**config.mk**
```make
export PLATFORM = sky130hd
export DESIGN_NAME = qte_sqrt_cell
export DESIGN_NICKNAME = d
export VERILOG_FILES = /design/src/sv/assert_macros.svh /design/src/sv/qte_pkg.sv /design/src/sv/qte_sqrt_cell.sv
export SDC_FILE = /design/constraint.sdc
export NUM_CORES = 1
export LEC_CHECK = 0
export BUFFER_PORTS_ARGS = -buffer_cell sky130_fd_sc_hd__buf_2
export CORE_AREA = 2 2 230 232
export DETAILED_ROUTE_END_ITERATION = 16
export DIE_AREA = 0 0 232 234
export HOLD_SLACK_MARGIN = 0.1
export MAX_ROUTING_LAYER = met4
export PLACE_DENSITY = 0.53
export SYNTH_ARGS = -nofsm -noshare
export SYNTH_HDL_FRONTEND = slang
export SYNTH_SLANG_ARGS = --single-unit
```
**constraint.sdc**
```tcl
create_clock -name clk -period 2.6 [get_ports clk]
set_clock_uncertainty 0.2 [all_clocks]
set_input_delay 0.39 -clock clk [delete_from_list [all_inputs] [get_ports clk]]
set_output_delay 0.39 -clock clk [all_outputs]
set_load 0.005 [all_outputs]
```
**src/sv/assert_macros.svh**
```systemverilog
// Assertion helpers used by the RTL.
`ifndef ASSERT_MACROS_SVH
`define ASSERT_MACROS_SVH

// Same-cycle implication, checked out of reset.
`define ASSERT_IMPLIES(label, clk, rst_n, ante, cons) \
    label: assert property (@(posedge clk) disable iff (!rst_n) (ante) |-> (cons)) \
        else $error("%m: implication failed");

// Next-cycle implication, checked out of reset.
`define ASSERT_NEXT(label, clk, rst_n, ante, cons) \
    label: assert property (@(posedge clk) disable iff (!rst_n) (ante) |=> (cons)) \
        else $error("%m: next-cycle implication failed");

`endif

```
**src/sv/qte_pkg.sv**
```systemverilog
package qte_pkg;

    localparam int CORDIC_STEPS = 16;
    localparam int ANGLE_BITS   = 16;

    localparam int ZW      = ANGLE_BITS + 2;   // angle accumulator
    localparam int CW      = 40;               // CORDIC x/y
    localparam int SW      = 36;               // product sums
    localparam int SP_W    = 29;               // unclamped asin argument
    localparam int NB      = 58;               // sqrt radicand, even width
    localparam int SQ_STEPS = NB / 2;
    localparam int RT_W    = SQ_STEPS;
    localparam int REM_W   = RT_W + 3;
    localparam int STEP_W  = 5;
    localparam int NSTG    = 3 + SQ_STEPS + CORDIC_STEPS + 1;

    localparam logic signed [SW-1:0] ONE = SW'(64'sd268435456);

    // atan(2^-i), 2^32 units per turn
    localparam logic [31:0] ATAN_TURN32 [31] = '{
        32'd536870912, 32'd316933406, 32'd167458907, 32'd85004756, 32'd42667331,
        32'd21354465, 32'd10679838, 32'd5340245, 32'd2670163, 32'd1335087,
        32'd667544, 32'd333772, 32'd166886, 32'd83443, 32'd41722, 32'd20861,
        32'd10430, 32'd5215, 32'd2608, 32'd1304, 32'd652, 32'd326, 32'd163,
        32'd81, 32'd41, 32'd20, 32'd10, 32'd5, 32'd3, 32'd1, 32'd1
    };

    typedef struct packed {
        logic signed [15:0] quat_w;
        logic signed [15:0] quat_x;
        logic signed [15:0] quat_y;
        logic signed [15:0] quat_z;
    } quat_t;

    typedef struct packed {
        logic signed [15:0] roll_angle;
        logic signed [15:0] pitch_angle;
        logic signed [15:0] yaw_angle;
        logic               pitch_clamped;
    } euler_t;

    typedef struct packed {
        logic signed [31:0] wx;
        logic signed [31:0] yz;
        logic signed [31:0] xx;
        logic signed [31:0] yy;
        logic signed [31:0] wz;
        logic signed [31:0] xy;
        logic signed [31:0] zz;
        logic signed [31:0] wy;
        logic signed [31:0] zx;
    } prod_t;

    typedef struct packed {
        logic signed [SW-1:0] sr;
        logic signed [SW-1:0] cr;
        logic signed [SW-1:0] sy;
        logic signed [SW-1:0] cy;
        logic signed [SW-1:0] sp;
    } sums_t;

    typedef struct packed {
        logic signed [SW-1:0]   sr;
        logic signed [SW-1:0]   cr;
        logic signed [SW-1:0]   sy;
        logic signed [SW-1:0]   cy;
        logic signed [SP_W-1:0] sp;
        logic                   pos;
        logic                   neg;
    } side_t;

    typedef struct packed {
        logic [REM_W-1:0] rem;
        logic [RT_W-1:0]  root;
        logic [NB-1:0]    bits;
        side_t            side;
    } sq_t;

    typedef struct packed {
        logic signed [CW-1:0] x;
        logic signed [CW-1:0] y;
        logic signed [ZW-1:0] z;
    } lane_t;

    typedef struct packed {
        lane_t roll;
        lane_t pitch;
        lane_t yaw;
        logic  roll_zero;
        logic  yaw_zero;
        logic  pos;
        logic  neg;
    } rot_t;

    function automatic logic signed [ZW-1:0] step_angle(input logic [STEP_W-1:0] i);
        logic [32:0] t;
        logic [32:0] r;
        t = {1'b0, ATAN_TURN32[i]};
        if (ANGLE_BITS == 32)
            r = t;
        else
            r = (t + (33'd1 << (32 - ANGLE_BITS - 1))) >> (32 - ANGLE_BITS);
        return ZW'(r);
    endfunction

    // Quadrant fold for x < 0 so the rotations converge.
    function automatic lane_t prerotate(input logic signed [CW-1:0] y,
                                        input logic signed [CW-1:0] x);
        lane_t r;
        r.x = x;
        r.y = y;
        r.z = '0;
        if (x < 0) begin
            if (y >= 0) begin
                r.x = y;
                r.y = -x;
                r.z = ZW'(1) <<< (ANGLE_BITS - 2);
            end
            else begin
                r.x = -y;
                r.y = x;
                r.z = -(ZW'(1) <<< (ANGLE_BITS - 2));
            end
        end
        return r;
    endfunction

    function automatic logic [15:0] to_out16(input logic signed [ZW-1:0] a);
        logic signed [ZW+15:0] e;
        logic signed [ZW+15:0] r;
        e = {{16{a[ZW-1]}}, a};
        if (ANGLE_BITS == 16)
            r = e;
        else if (ANGLE_BITS > 16)
            r = (e + ((ZW+16)'(1) <<< (ANGLE_BITS - 17))) >>> (ANGLE_BITS - 16);
        else
            r = e <<< (16 - ANGLE_BITS);
        return r[15:0];
    endfunction

endpackage

```
**src/sv/qte_sqrt_cell.sv**
```systemverilog
// One root bit of the integer square root from two radicand bits; side data rides along.
module qte_sqrt_cell (
    input  logic          clk,
    input  logic          en,
    input  qte_pkg::sq_t  d,
    output qte_pkg::sq_t  q
);

    logic [qte_pkg::REM_W-1:0] r2;
    logic [qte_pkg::REM_W-1:0] trial;
    logic                      ge;
    qte_pkg::sq_t              q_next;
    qte_pkg::sq_t              q_reg;

    always_comb
    begin
        r2    = {d.rem[qte_pkg::REM_W-3:0], d.bits[qte_pkg::NB-1 -: 2]};
        trial = {{(qte_pkg::REM_W - qte_pkg::RT_W - 2){1'b0}}, d.root, 2'b01};
        ge    = (r2 >= trial);
        q_next.rem  = ge ? (r2 - trial) : r2;
        q_next.root = {d.root[qte_pkg::RT_W-2:0], ge};
        q_next.bits = {d.bits[qte_pkg::NB-3:0], 2'b00};
        q_next.side = d.side;
    end

    always_ff @(posedge clk)
    begin
        if (en)
            q_reg <= q_next;
    end

    assign q = q_reg;

endmodule

```
==> key figures <==
Layout
  • Area Overhead vs Synth: 81.4%
  • Final core utilization: 38.4%
  • Multi-input gate area: 2300 µm²
  • Register Area: 8770 µm²
  • Max reg flops: 292
  • Fraction of layout cells with a size suffix above 1: 47.9%
  • Nets@finish: 1977
  • FILL cells: 5001

Worst hold path
  • HP Start: d[273]
  • Tightest Hold Check Type: primary input to register
  • Worst hold path depth: 4
  • Hold endpoint: q[275]

Synthesis
  • Mux share of post-synthesis cell area: 0.920%
  • Post-synthesis xor/xnor area fraction: 2.15%
  • Most used flip-flop cell after synthesis: edfxtp_1
  • #FFs+latches synth: 292
  • Largest family of logic cells by synthesized area: compound AO/OA/AOI/OAI gates
  • EDFF count, synth: 292
  • Synth warn: 0
  • Synthesized-area fraction occupied by adder cells: 3.52%
  • Synth Area in Compound Gates: 7.19%
  • Synthesized area: 11000 µm²
  • Avg Inst Size Synth: 17.4 µm²
  • Cell count after synthesis: 633
  • Simple-gate share of the synthesized area: 4.60%
  • FFs w/ async S/R, synth: 0%
  • Netlist cell types: 56
  • Register area share after synthesis: 79.6%

Clocking
  • CTS tree: built
  • CTS max path bufs: 3
  • CTS buffer count: 36
  • CTS clock-pin slew for the worst setup and hold paths: 0.06 ns
  • CTS Sinks: 292
  • H-tree lvl count: 2
  • Root buffer cell: clkbuf_16

Run
  • Max Cap Viol: 0

STA
  • Hold Vio Cnt, Final: 0
  • RSZ-0062 raised after global routing: false
  • Tcrit/Tclk final: 96.9%
  • Count of pins over their slew limit: 0
  • Max Freq: 397 MHz
  • Minimum clock period: 2.52 ns
  • # setup viols final: 0
  • Setup TNS: 0 ns

Drt
  • DR DRC count: 0
  • DR WL/cell: 19.8 µm
  • Vias: 9619
  • DRT Wirelength: 46.9 mm
  • Routed Antenna Nets: 0
  • DR iter-0 viols: 450
  • Routed vias/inst: 4.05
  • DRT Pass-1 Iters: 4

Floorplan
  • Width of the chip: 232 µm
  • Core area: 52000 µm²
  • Die H: 234 µm
  • Initial Util: 21.2%
  • Die area: 54300 µm²
  • Row count: 84
  • # IOs: 590

Global route
  • Vias in the first global route: 10036
  • GR Overflow Total: 0
  • Total GRT Usage: 16.7%
  • First-pass GRT wire length: 64.5 mm
  • Largest net degree at the start of global routing: 78
  • Antenna violations before repair: 8

Power
  • Power Total: 12.8 mW
  • Leakage power: 8.57 nW
  • PD cells: 640 nW/µm²
  • Peak supply drop: 309 µV

Setup path
  • Crit path DAT: 2.67 ns
  • Slowest stage cell, crit path: dlygate4sd3_1
  • Critical path buffers and inverters: 4
  • Worst stage delay on the critical path: 0.52 ns
  • Worst endpoint required time: 2.75 ns
  • Startpoint Class: primary input
  • Worst-path cell chain: dlygate4sd3_1 > buf_2 > inv_1 > ha_1 > nand2_1 > nor2_4 > and3_1 > o221ai_2 > nand2_4 > buf_4 > o2111ai_1 > o31ai_2
  • Crit Path Class: primary input to register
  • Crit-path leading delay family: buffers and inverters
  • CP endpoint kind: register
  • CP max FO: 8

Outcome
  • Status: finished, final reports clean

Place
  • IO Port Bufs: 585
  • HPWL Detailed: 35.0 mm
  • GP Congestion: 0.860
synthesized netlist by cell type, types with 3 or more instances:
cell	count	area [µm²]
or3_1	3	18.8
nand2_1	20	75.1
a21oi_1	55	275
buf_2	6	30.0
and2_1	3	18.8
o211ai_1	3	22.5
inv_1	38	143
clkbuf_1	5	18.8
and3_1	4	25.0
nor3_1	8	40.0
o21ai_0	10	50.1
a21o_1	14	105
mux2_2	6	67.6
xnor2_1	14	123
nand4_1	6	37.5
xor2_1	13	114
edfxtp_1	292	8770
ha_1	31	388
nand2b_1	5	31.3
mux2_1	3	33.8
o21bai_1	5	37.5
nand3_1	8	40.0
a211oi_1	3	22.5
nor2_1	36	135
final cells by class:
class	count	share of cell area [%]
Sequential cell	292	43.9
Timing Repair Buffer	992	33.9
Multi-Input combinational cell	290	11.5
Clock buffer	43	4.75
Tap cell	688	4.31
Inverter	38	0.764
Clock inverter	22	0.758
Antenna cell	8	0.100
cells by family after synthesis:
family                   Yosys count
buffers and inverters             52
adder cells (fa/ha/maj)           31
XOR/XNOR                          27
AND/OR/NAND/NOR                  103
flip-flops                       292
AO/OA/AOI/OAI                    118
multiplexers                       9
other                              1
cell usage in the layout (no fill, tap or decap), types with 5 or more instances in the layout:
master,count
o21ai_0,8
nand3_1,8
clkbuf_1,6
nand2_1,20
buf_2,584
nor2_1,33
diode_2,8
nor3_1,7
a21oi_1,51
ha_4,14
edfxtp_1,292
ha_1,17
buf_4,114
clkbuf_16,37
inv_1,35
o21bai_1,5
clkinv_1,11
mux2_2,5
dlygate4sd3_1,288
a21o_1,14
xnor2_1,14
xor2_1,13
buf_12,5
nand4_1,6
worst max-delay path by stage:
stage / cells past startpoint / to / from
2_1_floorplan: 10 / q[282] / d[244]
3_3_place_gp: 11 / q[293] / d[242]
3_5_place_dp: 11 / q[293] / d[239]
4_1_cts: 12 / q[267] / d[257]
5_1_grt: 12 / q[291] / d[258]
6_report: 12 / q[291] / d[258]
layer usage:
layer	routed length [µm]	global-route usage, %
met1	17200	17.6
met2	24400	29.2
met3	2980	4.15
met4	2300	8.29
met5	0	-
metrics by stage:
stage               hold WS [ns]  setup slack (ns)  instance area, µm²  cells
global route               0.143           0.00744               20000   2373
floorplan                  0.289           -0.0308               11300    634
finish                     0.160            0.0802               20000   2373
CTS                        0.114            0.0252               19900   2364
detailed placement         0.368            -0.475               15900   2011
global placement           0.367            -0.466               15900   2011
timing repair:
| action | 4_1_cts | 5_1_grt |
|---|---|---|
| hold buffers | 288 | 0 |
| setup buffers | 0 | 1 |
| hold endpoints to repair | 317 | 0 |
| setup endpoints to repair | 0 | 25 |
| resized for setup | 0 | 10 |
report_power, final:
group | total, mW | switching, mW | internal (mW)
sequential | 5.78 | 0.119 | 5.66
combinational | 2.22 | 1.04 | 1.18
clock | 4.78 | 2.06 | 2.72
Note: power is estimated with default switching activity, not from simulation.
